File: config.mk
export PLATFORM = sky130hd
export DESIGN_NAME = polyline_delta_splitter
export DESIGN_NICKNAME = d
export VERILOG_FILES = /design/src/rtl/core/pds_pkg.sv /design/src/rtl/core/pds_front.sv /design/src/rtl/core/pds_queue.sv /design/src/rtl/core/pds_back.sv /design/src/rtl/core/polyline_delta_splitter.sv
export SDC_FILE = /design/constraint.sdc
export NUM_CORES = 1
export LEC_CHECK = 0
export BUFFER_PORTS_ARGS = -buffer_cell sky130_fd_sc_hd__buf_2
export CAP_MARGIN = 20
export CELL_PAD_IN_SITES_DETAIL_PLACEMENT = 0
export CELL_PAD_IN_SITES_GLOBAL_PLACEMENT = 2
export CORE_MARGIN = 2
export CORE_UTILIZATION = 40
export DETAILED_ROUTE_END_ITERATION = 8
export PLACE_DENSITY_LB_ADDON = 0.3
export SYNTH_ARGS = -nofsm -noshare
export SYNTH_HDL_FRONTEND = slang
export SYNTH_SLANG_ARGS = --single-unit
File: constraint.sdc
create_clock -name i_clk -period 7.55 [get_ports i_clk]
set_input_delay 1.1325 -clock i_clk [delete_from_list [all_inputs] [get_ports i_clk]]
set_output_delay 1.1325 -clock i_clk [all_outputs]
set_load 0.01 [all_outputs]
File: src/rtl/core/pds_pkg.sv
// ----------------------------------------------------------------------------
// pds_pkg
// Shared types and constants for the polyline delta splitter.
// ----------------------------------------------------------------------------
package pds_pkg;

    // Width of a full-precision coordinate difference.
    localparam int DIFF_W = 33;
    // Largest magnitude of one emitted step.
    localparam int STEP_MAX = 32'h7fff;
    // Width of a step on one axis.
    localparam int STEP_W = 16;
    // Width of the minor-axis quotient (its magnitude never exceeds STEP_MAX).
    localparam int QUO_W = 15;
    // Default limit on midpoints for one point.
    localparam int MAX_SPLITS_DEF = 63;
    // Entries in the queue between the front and the back.
    localparam int QUEUE_DEPTH = 2;

    // One classified point: the difference from the reference to the point.
    typedef struct packed {
        logic signed [DIFF_W-1:0] dlon;
        logic signed [DIFF_W-1:0] dlat;
    } t_delta;

    // Queue status seen by the front and the back.
    typedef struct packed {
        logic not_empty;
        logic not_full;
    } t_q_stat;

endpackage

File: src/rtl/core/pds_front.sv
// ----------------------------------------------------------------------------
// pds_front
// Accepts shape points, picks the reference and forms the 33-bit differences.
// ----------------------------------------------------------------------------
module pds_front (
    input  logic                  i_clk,
    input  logic                  i_rst_n,
    input  logic                  i_in_valid,
    output logic                  o_in_ready,
    input  logic                  i_starts_line,
    input  logic signed [31:0]    i_line_start_lon,
    input  logic signed [31:0]    i_line_start_lat,
    input  logic signed [31:0]    i_point_lon,
    input  logic signed [31:0]    i_point_lat,
    input  pds_pkg::t_q_stat      i_q_stat,
    output logic                  o_push,
    output pds_pkg::t_delta       o_push_data
);

    // The reference after every point is that point, so the front only has
    // to remember the last accepted point.
    logic signed [31:0] r_prev_lon;
    logic signed [31:0] r_prev_lat;
    logic signed [31:0] base_lon;
    logic signed [31:0] base_lat;

    assign o_in_ready = i_q_stat.not_full;
    assign o_push     = i_in_valid && i_q_stat.not_full;

    assign base_lon = i_starts_line ? i_line_start_lon : r_prev_lon;
    assign base_lat = i_starts_line ? i_line_start_lat : r_prev_lat;

    assign o_push_data.dlon = {i_point_lon[31], i_point_lon} - {base_lon[31], base_lon};
    assign o_push_data.dlat = {i_point_lat[31], i_point_lat} - {base_lat[31], base_lat};

    always_ff @(posedge i_clk) begin
        if (!i_rst_n) begin
            r_prev_lon <= '0;
            r_prev_lat <= '0;
        end else if (o_push) begin
            r_prev_lon <= i_point_lon;
            r_prev_lat <= i_point_lat;
        end
    end

endmodule

File: src/rtl/core/pds_queue.sv
// ----------------------------------------------------------------------------
// pds_queue
// Short first-in first-out queue of differences between front and back.
// ----------------------------------------------------------------------------
module pds_queue (
    input  logic              i_clk,
    input  logic              i_rst_n,
    input  logic              i_push,
    input  pds_pkg::t_delta   i_push_data,
    input  logic              i_pop,
    output pds_pkg::t_delta   o_head,
    output pds_pkg::t_q_stat  o_stat
);

    localparam int DEPTH = pds_pkg::QUEUE_DEPTH;
    localparam int PTR_W = (DEPTH > 1) ? $clog2(DEPTH) : 1;
    localparam int CNT_W = $clog2(DEPTH + 1);

    pds_pkg::t_delta  r_mem [DEPTH];
    logic [PTR_W-1:0] r_wr_ptr;
    logic [PTR_W-1:0] r_rd_ptr;
    logic [CNT_W-1:0] r_count;

    assign o_head           = r_mem[r_rd_ptr];
    assign o_stat.not_empty = (r_count != '0);
    assign o_stat.not_full  = (r_count != CNT_W'(DEPTH));

    always_ff @(posedge i_clk) begin
        if (i_push) begin
            r_mem[r_wr_ptr] <= i_push_data;
        end
    end

    always_ff @(posedge i_clk) begin
        if (!i_rst_n) begin
            r_wr_ptr <= '0;
            r_rd_ptr <= '0;
            r_count  <= '0;
        end else begin
            if (i_push) begin
                r_wr_ptr <= (r_wr_ptr == PTR_W'(DEPTH - 1)) ? '0 : r_wr_ptr + 1'b1;
            end
            if (i_pop) begin
                r_rd_ptr <= (r_rd_ptr == PTR_W'(DEPTH - 1)) ? '0 : r_rd_ptr + 1'b1;
            end
            if (i_push && !i_pop) begin
                r_count <= r_count + 1'b1;
            end else if (i_pop && !i_push) begin
                r_count <= r_count - 1'b1;
            end
        end
    end

endmodule

File: src/rtl/core/pds_back.sv
// ----------------------------------------------------------------------------
// pds_back
// Splits each difference into midpoint steps and a final step, with a
// bit-serial divider for the minor axis and a registered result stage.
// ----------------------------------------------------------------------------
module pds_back #(
    parameter int MAX_SPLITS = pds_pkg::MAX_SPLITS_DEF
) (
    input  logic                      i_clk,
    input  logic                      i_rst_n,
    input  pds_pkg::t_delta           i_head,
    input  pds_pkg::t_q_stat          i_q_stat,
    output logic                      o_pop,
    output logic                      o_out_valid,
    input  logic                      i_out_ready,
    output logic signed [15:0]        o_step_lon,
    output logic signed [15:0]        o_step_lat,
    output logic                      o_is_midpoint,
    output logic                      o_last_of_run,
    output logic                      o_split_overflow
);

    localparam int DW    = pds_pkg::DIFF_W;
    localparam int SW    = pds_pkg::STEP_W;
    localparam int QW    = pds_pkg::QUO_W;
    localparam int CNT_W = $clog2(MAX_SPLITS + 1);
    localparam int BIT_W = $clog2(QW);
    localparam int NUM_W = DW + QW;

    typedef enum logic [4:0] {
        S_IDLE = 5'b00001,
        S_EVAL = 5'b00010,
        S_PREP = 5'b00100,
        S_DIV  = 5'b01000,
        S_MID  = 5'b10000
    } t_state;

    t_state                  r_state, n_state;
    logic signed [DW-1:0]    r_dlon, n_dlon;
    logic signed [DW-1:0]    r_dlat, n_dlat;
    logic [CNT_W-1:0]        r_cnt, n_cnt;
    logic                    r_lon_major, n_lon_major;
    logic                    r_neg_major, n_neg_major;
    logic                    r_neg_minor, n_neg_minor;
    logic [DW-1:0]           r_den, n_den;
    logic [DW-1:0]           r_amin, n_amin;
    logic [DW-1:0]           r_rem, n_rem;
    logic [QW-1:0]           r_num_lo, n_num_lo;
    logic [QW-1:0]           r_quo, n_quo;
    logic [BIT_W-1:0]        r_bit, n_bit;

    logic                    r_out_valid;
    logic signed [SW-1:0]    r_step_lon, n_step_lon;
    logic signed [SW-1:0]    r_step_lat, n_step_lat;
    logic                    r_is_mid, n_is_mid;
    logic                    r_last, n_last;
    logic                    r_ovf, n_ovf;
    logic                    out_load;
    logic                    out_free;

    logic [DW-1:0]           alon;
    logic [DW-1:0]           alat;
    logic                    fits_step;
    logic                    done_split;
    logic                    lon_major;
    logic [NUM_W-1:0]        num;
    logic [DW:0]             trial;
    logic                    ge;
    logic signed [SW-1:0]    step_major;
    logic signed [SW-1:0]    step_minor;

    assign out_free = !r_out_valid || i_out_ready;

    assign alon  = r_dlon[DW-1] ? DW'(-r_dlon) : DW'(r_dlon);
    assign alat  = r_dlat[DW-1] ? DW'(-r_dlat) : DW'(r_dlat);
    // Both magnitudes fit in 15 bits: the final step needs no split.
    assign fits_step  = (alon[DW-1:QW] == '0) && (alat[DW-1:QW] == '0);
    assign done_split = (r_cnt >= CNT_W'(MAX_SPLITS));
    // Longitude wins a tie; a zero longitude difference makes latitude major.
    assign lon_major  = (r_dlon != '0) && (alat <= alon);

    // 0x7fff * |minor| as a shift and subtract.
    assign num   = {r_amin, {QW{1'b0}}} - {{QW{1'b0}}, r_amin};
    assign trial = {r_rem, r_num_lo[r_bit]};
    assign ge    = (trial >= {1'b0, r_den});

    assign step_major = r_neg_major ? -SW'(pds_pkg::STEP_MAX) : SW'(pds_pkg::STEP_MAX);
    assign step_minor = r_neg_minor ? -{1'b0, r_quo} : {1'b0, r_quo};

    always_comb begin
        n_state     = r_state;
        n_dlon      = r_dlon;
        n_dlat      = r_dlat;
        n_cnt       = r_cnt;
        n_lon_major = r_lon_major;
        n_neg_major = r_neg_major;
        n_neg_minor = r_neg_minor;
        n_den       = r_den;
        n_amin      = r_amin;
        n_rem       = r_rem;
        n_num_lo    = r_num_lo;
        n_quo       = r_quo;
        n_bit       = r_bit;
        n_step_lon  = r_step_lon;
        n_step_lat  = r_step_lat;
        n_is_mid    = r_is_mid;
        n_last      = r_last;
        n_ovf       = r_ovf;
        out_load    = 1'b0;
        o_pop       = 1'b0;

        unique case (r_state)
            S_IDLE: begin
                if (i_q_stat.not_empty) begin
                    o_pop   = 1'b1;
                    n_dlon  = i_head.dlon;
                    n_dlat  = i_head.dlat;
                    n_cnt   = '0;
                    n_state = S_EVAL;
                end
            end
            S_EVAL: begin
                if (fits_step || done_split) begin
                    if (out_free) begin
                        out_load   = 1'b1;
                        n_step_lon = r_dlon[SW-1:0];
                        n_step_lat = r_dlat[SW-1:0];
                        n_is_mid   = 1'b0;
                        n_last     = 1'b1;
                        n_ovf      = !fits_step;
                        // Take the next point straight away when one waits.
                        if (i_q_stat.not_empty) begin
                            o_pop   = 1'b1;
                            n_dlon  = i_head.dlon;
                            n_dlat  = i_head.dlat;
                            n_cnt   = '0;
                            n_state = S_EVAL;
                        end else begin
                            n_state = S_IDLE;
                        end
                    end
                end else begin
                    n_lon_major = lon_major;
                    if (lon_major) begin
                        n_den       = alon;
                        n_amin      = alat;
                        n_neg_major = r_dlon[DW-1];
                        n_neg_minor = r_dlat[DW-1];
                    end else begin
                        n_den       = alat;
                        n_amin      = alon;
                        n_neg_major = r_dlat[DW-1];
                        n_neg_minor = r_dlon[DW-1];
                    end
                    n_state = S_PREP;
                end
            end
            S_PREP: begin
                // The quotient is below 2^15, so the upper numerator bits
                // start as the partial remainder.
                n_rem    = num[NUM_W-1:QW];
                n_num_lo = num[QW-1:0];
                n_quo    = '0;
                n_bit    = BIT_W'(QW - 1);
                n_state  = S_DIV;
            end
            S_DIV: begin
                n_rem = ge ? DW'(trial - {1'b0, r_den}) : trial[DW-1:0];
                n_quo = {r_quo[QW-2:0], ge};
                if (r_bit == '0) begin
                    n_state = S_MID;
                end else begin
                    n_bit = r_bit - 1'b1;
                end
            end
            S_MID: begin
                if (out_free) begin
                    out_load = 1'b1;
                    if (r_lon_major) begin
                        n_step_lon = step_major;
                        n_step_lat = step_minor;
                    end else begin
                        n_step_lon = step_minor;
                        n_step_lat = step_major;
                    end
                    n_is_mid = 1'b1;
                    n_last   = 1'b0;
                    n_ovf    = 1'b0;
                    n_dlon   = r_dlon - {{(DW-SW){n_step_lon[SW-1]}}, n_step_lon};
                    n_dlat   = r_dlat - {{(DW-SW){n_step_lat[SW-1]}}, n_step_lat};
                    n_cnt    = r_cnt + 1'b1;
                    n_state  = S_EVAL;
                end
            end
            default: begin
                n_state = S_IDLE;
            end
        endcase
    end

    always_ff @(posedge i_clk) begin
        if (!i_rst_n) begin
            r_state     <= S_IDLE;
            r_out_valid <= 1'b0;
            r_cnt       <= '0;
        end else begin
            r_state <= n_state;
            r_cnt   <= n_cnt;
            if (out_load) begin
                r_out_valid <= 1'b1;
            end else if (i_out_ready) begin
                r_out_valid <= 1'b0;
            end
        end
    end

    always_ff @(posedge i_clk) begin
        r_dlon      <= n_dlon;
        r_dlat      <= n_dlat;
        r_lon_major <= n_lon_major;
        r_neg_major <= n_neg_major;
        r_neg_minor <= n_neg_minor;
        r_den       <= n_den;
        r_amin      <= n_amin;
        r_rem       <= n_rem;
        r_num_lo    <= n_num_lo;
        r_quo       <= n_quo;
        r_bit       <= n_bit;
        r_step_lon  <= n_step_lon;
        r_step_lat  <= n_step_lat;
        r_is_mid    <= n_is_mid;
        r_last      <= n_last;
        r_ovf       <= n_ovf;
    end

    assign o_out_valid      = r_out_valid;
    assign o_step_lon       = r_step_lon;
    assign o_step_lat       = r_step_lat;
    assign o_is_midpoint    = r_is_mid;
    assign o_last_of_run    = r_last;
    assign o_split_overflow = r_ovf;

endmodule

File: src/rtl/core/polyline_delta_splitter.sv
// A point that needs no midpoint passes through the queue, the back end's evaluate state
// and the result register. Such points sustain one per cycle while the output is ready;
// each midpoint passes through evaluate, prepare, the bit-serial divider and emit.
// A two-entry queue lets the input side keep taking points while a split is in progress.
// Reset (synchronous, active low) clears the reference to zero and empties the queue
// and the result register.
// ----------------------------------------------------------------------------
// polyline_delta_splitter
// Turns absolute shape points into 16-bit relative steps, inserting midpoints
// where a difference exceeds the step range, up to MAX_SPLITS of them per point.
// ----------------------------------------------------------------------------
module polyline_delta_splitter #(
    parameter int MAX_SPLITS = pds_pkg::MAX_SPLITS_DEF
) (
    input  logic                i_clk,
    input  logic                i_rst_n,
    input  logic                i_in_valid,
    output logic                o_in_ready,
    input  logic                i_starts_line,
    input  logic signed [31:0]  i_line_start_lon,
    input  logic signed [31:0]  i_line_start_lat,
    input  logic signed [31:0]  i_point_lon,
    input  logic signed [31:0]  i_point_lat,
    output logic                o_out_valid,
    input  logic                i_out_ready,
    output logic signed [15:0]  o_step_lon,
    output logic signed [15:0]  o_step_lat,
    output logic                o_is_midpoint,
    output logic                o_last_of_run,
    output logic                o_split_overflow
);

    pds_pkg::t_q_stat q_stat;
    pds_pkg::t_delta  push_data;
    pds_pkg::t_delta  head;
    logic             push;
    logic             pop;

    pds_front u_front (
        .i_clk            (i_clk),
        .i_rst_n          (i_rst_n),
        .i_in_valid       (i_in_valid),
        .o_in_ready       (o_in_ready),
        .i_starts_line    (i_starts_line),
        .i_line_start_lon (i_line_start_lon),
        .i_line_start_lat (i_line_start_lat),
        .i_point_lon      (i_point_lon),
        .i_point_lat      (i_point_lat),
        .i_q_stat         (q_stat),
        .o_push           (push),
        .o_push_data      (push_data)
    );

    pds_queue u_queue (
        .i_clk       (i_clk),
        .i_rst_n     (i_rst_n),
        .i_push      (push),
        .i_push_data (push_data),
        .i_pop       (pop),
        .o_head      (head),
        .o_stat      (q_stat)
    );

    pds_back #(
        .MAX_SPLITS (MAX_SPLITS)
    ) u_back (
        .i_clk            (i_clk),
        .i_rst_n          (i_rst_n),
        .i_head           (head),
        .i_q_stat         (q_stat),
        .o_pop            (pop),
        .o_out_valid      (o_out_valid),
        .i_out_ready      (i_out_ready),
        .o_step_lon       (o_step_lon),
        .o_step_lat       (o_step_lat),
        .o_is_midpoint    (o_is_midpoint),
        .o_last_of_run    (o_last_of_run),
        .o_split_overflow (o_split_overflow)
    );

endmodule
==> impl_metrics.csv <==
group,metric,value,unit
critical_path,crit_top_cell,"a21o_1",
critical_path,crit_slowest_cell,"a2111oi_0",
clock_tree,cts_tree,"built",
sta,setup_viol,0,
layout,drive_gt1_share,10.6,%
sta,slew_viol_final,0,
critical_path,critPathMaxStageDelay,0.68,ns
critical_path,cp_data_arrival_time,6.38,ns
synth,synth_area_per_cell,9.70,µm²
critical_path,cp_cell_sequence,"inv_1 > ha_1 > nand2b_1 > or3_1 > or4_1 > nand2_1 > xor2_1 > inv_1 > ha_1 > a21o_1 > a21o_1 > a21o_1 > a21oi_1 > nor2b_1 > o211ai_1 > a211oi_1 > a2111oi_0 > a21oi_1 > a21o_4 > mux2i_1",
critical_path,startpoint_type,"flip-flop",
synth,syn_inst,3165,
routing,dr_total_vias,24000,
placement,dp.cells,4269,
floorplan,ios,170,
layout,layoutNonFillerInstCount,4373,
layout,fin_nets,3653,
layout,area_delta_synth_final,12.5,%
clock_tree,post_cts_buffers,0,
critical_path,cp_max_fo,65,
synth,synth_nets,3522,
floorplan,die_w,281,µm
sta,fmax,165,MHz
pwr,ir_drop,0.000599,V
routing,drt_iter0_drc,1568,
sta,fin_setup_tns,0,ns
clock_tree,cts_sinks,450,
critical_path,cp-end-kind,"flip-flop",
synth,synth_edf_count,369,
sta,worstMarginPinSlew,1.08,ns
floorplan,rows,101,
floorplan,core_area,75900,µm²
placement,routabilityCongestion,0.887,
global_route,grt_max_degree,79,
routing,drt-total-wl,87.3,mm
placement,dpl.hpwl,67.1,mm
sta,min_period,6.06,ns
synth,synth_ff_type,"edfxtp_1",
synth,synth_area_leaders,"edfxtp_1 36%, ha_1 8.9%, mux2i_1 6.2%, dfxtp_1 5.3%, nand2_1 4.8%",
hold_path,hold_path_class,"flip-flop to flip-flop",
synth,synth_top_area_share,36.1,%
routing,route.detailed.drc,0,
sta,max-slew-margin-rel,27.9,%
clock_tree,h-tree-depth,2,
synth,synthTopCellsByCount,"392 x nand2_1, 369 x edfxtp_1, 233 x a21oi_1",
sta,finalCritPeriodShare,80.2,%
global_route,grt_pass1_vias,23400,
global_route,gr-total-overflow,0,
synth,synth-async-reset-ratio,0,%
clock_tree,cts_max_path_buffers,3,
clock_tree,root_buffer,"clkbuf_16",
placement,portBuffers,169,
routing,via_per_inst,5.48,
global_route,grt_util_all_layers,22.0,%
critical_path,required,7.87,ns
synth,ys_seq_elements,450,
pwr,leakage,13.8,nW
synth,yosysSeqAreaShare,41.4,%
outcome,status,"complete, no violations",
clock_tree,cts-resized-gates,0,
synth,synth_most_common_cell,"nand2_1",
synth,netlist_area,30700,µm²
pwr,power_density,399,nW/µm²
synth,synth_area_leader_cell,"edfxtp_1",
routing,wl_per_cell,20.0,µm
floorplan,die-area,79000,µm²
floorplan,start_util,40.4,%
sta,final-hold-violation-count,0,
clock_tree,clkTransAtPathRegs,0.06,ns
global_route,grt_pass1_wl,137,mm
critical_path,r2r_slack,1.49,ns
clock_tree,clkLatencyLatePin,0.63,ns
synth,synth_warnings,0,
clock_tree,cts_made_buffers,55,
layout,diodes,0,
floorplan,dieHeight,281,µm
routing,ant_nets,0,
sta,rsz0062_at_grt,"false",
job,cap_violations,0,
synth,synth.distinct_cells,87,
critical_path,critical_path_class,"flip-flop to flip-flop",
global_route,grt_antenna_before_repair,2,
sta,skew,0.0237,ns
routing,dr.pass1.iters,7,
clock_tree,postCtsHoldBufs,0,
stage by stage:
stage	power, mW	cell area [µm²]	hold WS (ns)	setup slack, ns	util, %
after floorplan	9.10	30700	0.434	1.53	-
after global placement	10.9	32600	0.439	1.70	42.9
after detailed placement	11.0	32600	0.446	1.55	42.9
after CTS	13.8	34500	0.454	1.55	45.5
after global routing	14.8	34500	0.470	1.15	45.5
final	13.8	34500	0.452	1.49	45.5
cell usage in the layout, fill, tap and decap left out, types with 26 or more instances in the layout:
| master | instances |
|---|---|
| nand2_1 | 390 |
| edfxtp_1 | 369 |
| a21oi_1 | 233 |
| ha_1 | 219 |
| o21ai_0 | 194 |
| mux2i_1 | 189 |
| buf_2 | 168 |
| nor2_1 | 153 |
| inv_1 | 146 |
| xor2_1 | 127 |
| xnor2_1 | 124 |
| a21o_1 | 103 |
| dfxtp_1 | 80 |
| nor3_1 | 62 |
| clkbuf_16 | 55 |
| nand3_1 | 49 |
| nor2b_1 | 45 |
| or3_1 | 42 |
| a211oi_1 | 37 |
| nand2b_1 | 35 |
| o21a_1 | 30 |
| o31ai_1 | 28 |
| nand4_1 | 26 |
| buf_4 | 26 |
flip-flops by register name, indices dropped and copies added (netlist names), 2 cells and up, named ones only:
register,flops
u_back.r_rem,33
u_back.r_num_lo,15
u_back.r_den,33
u_back.r_cnt,6
u_queue.r_mem,132
u_front.r_prev_lat,32
u_back.o_step_lon,16
u_back.r_state,5
u_back.o_step_lat,16
u_front.r_prev_lon,32
u_back.r_amin,33
u_queue.r_count,2
u_back.r_bit,4
u_back.r_dlat,33
u_back.r_dlon,33
u_back.r_quo,15
worst paths after layout:
kind,start,endpoint,depth (start not counted)
max,u_back.r_dlat[0]$_DFFE_PP_,u_back.r_den[1]$_DFFE_PP_,20
max reg2reg,u_back.r_dlat[0]$_DFFE_PP_,u_back.r_den[1]$_DFFE_PP_,20
min,u_front.r_prev_lat[14]$_SDFFE_PN0P_,u_front.r_prev_lat[14]$_SDFFE_PN0P_,2
min reg2reg,u_front.r_prev_lat[14]$_SDFFE_PN0P_,u_front.r_prev_lat[14]$_SDFFE_PN0P_,2
final cells by class:
class,count,area (µm²)
Fill cell,7331,41400
Timing Repair Buffer,195,1060
Tap cell,1030,1290
Clock buffer,65,1440
Sequential cell,450,12700
Clock inverter,39,464
Inverter,151,568
Multi-Input combinational cell,2443,17000
layer usage:
metal / global-route usage, % / vias up / routed length, µm
met4: 5.48 / 4 / 1970
li1: - / 11900 / -
met2: 36.2 / 507 / 40100
met1: 30.6 / 11400 / 41600
met3: 2.67 / 101 / 3520
met5: 0 / - / 29
cell families (layout without fill, tap and decap cells):
group,Yosys count,count (layout),synth area share [%]
AND/OR/NAND/NOR,949,949,15.1
AO/OA/AOI/OAI,814,814,16.9
flip-flops,450,450,41.4
buffers and inverters,272,450,3.37
XOR/XNOR,252,252,7.21
adder cells (fa/ha/maj),224,224,9.25
multiplexers,204,204,6.82
where the power goes:
group / switching (mW) / internal [mW]
combinational: 4.04 / 2.74
sequential: 0.587 / 3.63
clock: 1.13 / 1.66
critical path, delay by kind of cell, from the launching register on:
kind / cells / cell delay [ns]
and+or+nand+nor: 5 / 1.48
DFF: 1 / 0.40
muxes: 1 / 0.24
xor gates and xnor gates: 1 / 0.30
buffers and inverters: 2 / 0.32
adders and majority gates: 2 / 0.52
AOI/OAI and AO/OA: 9 / 2.44
(Power assumes the default switching activity.)
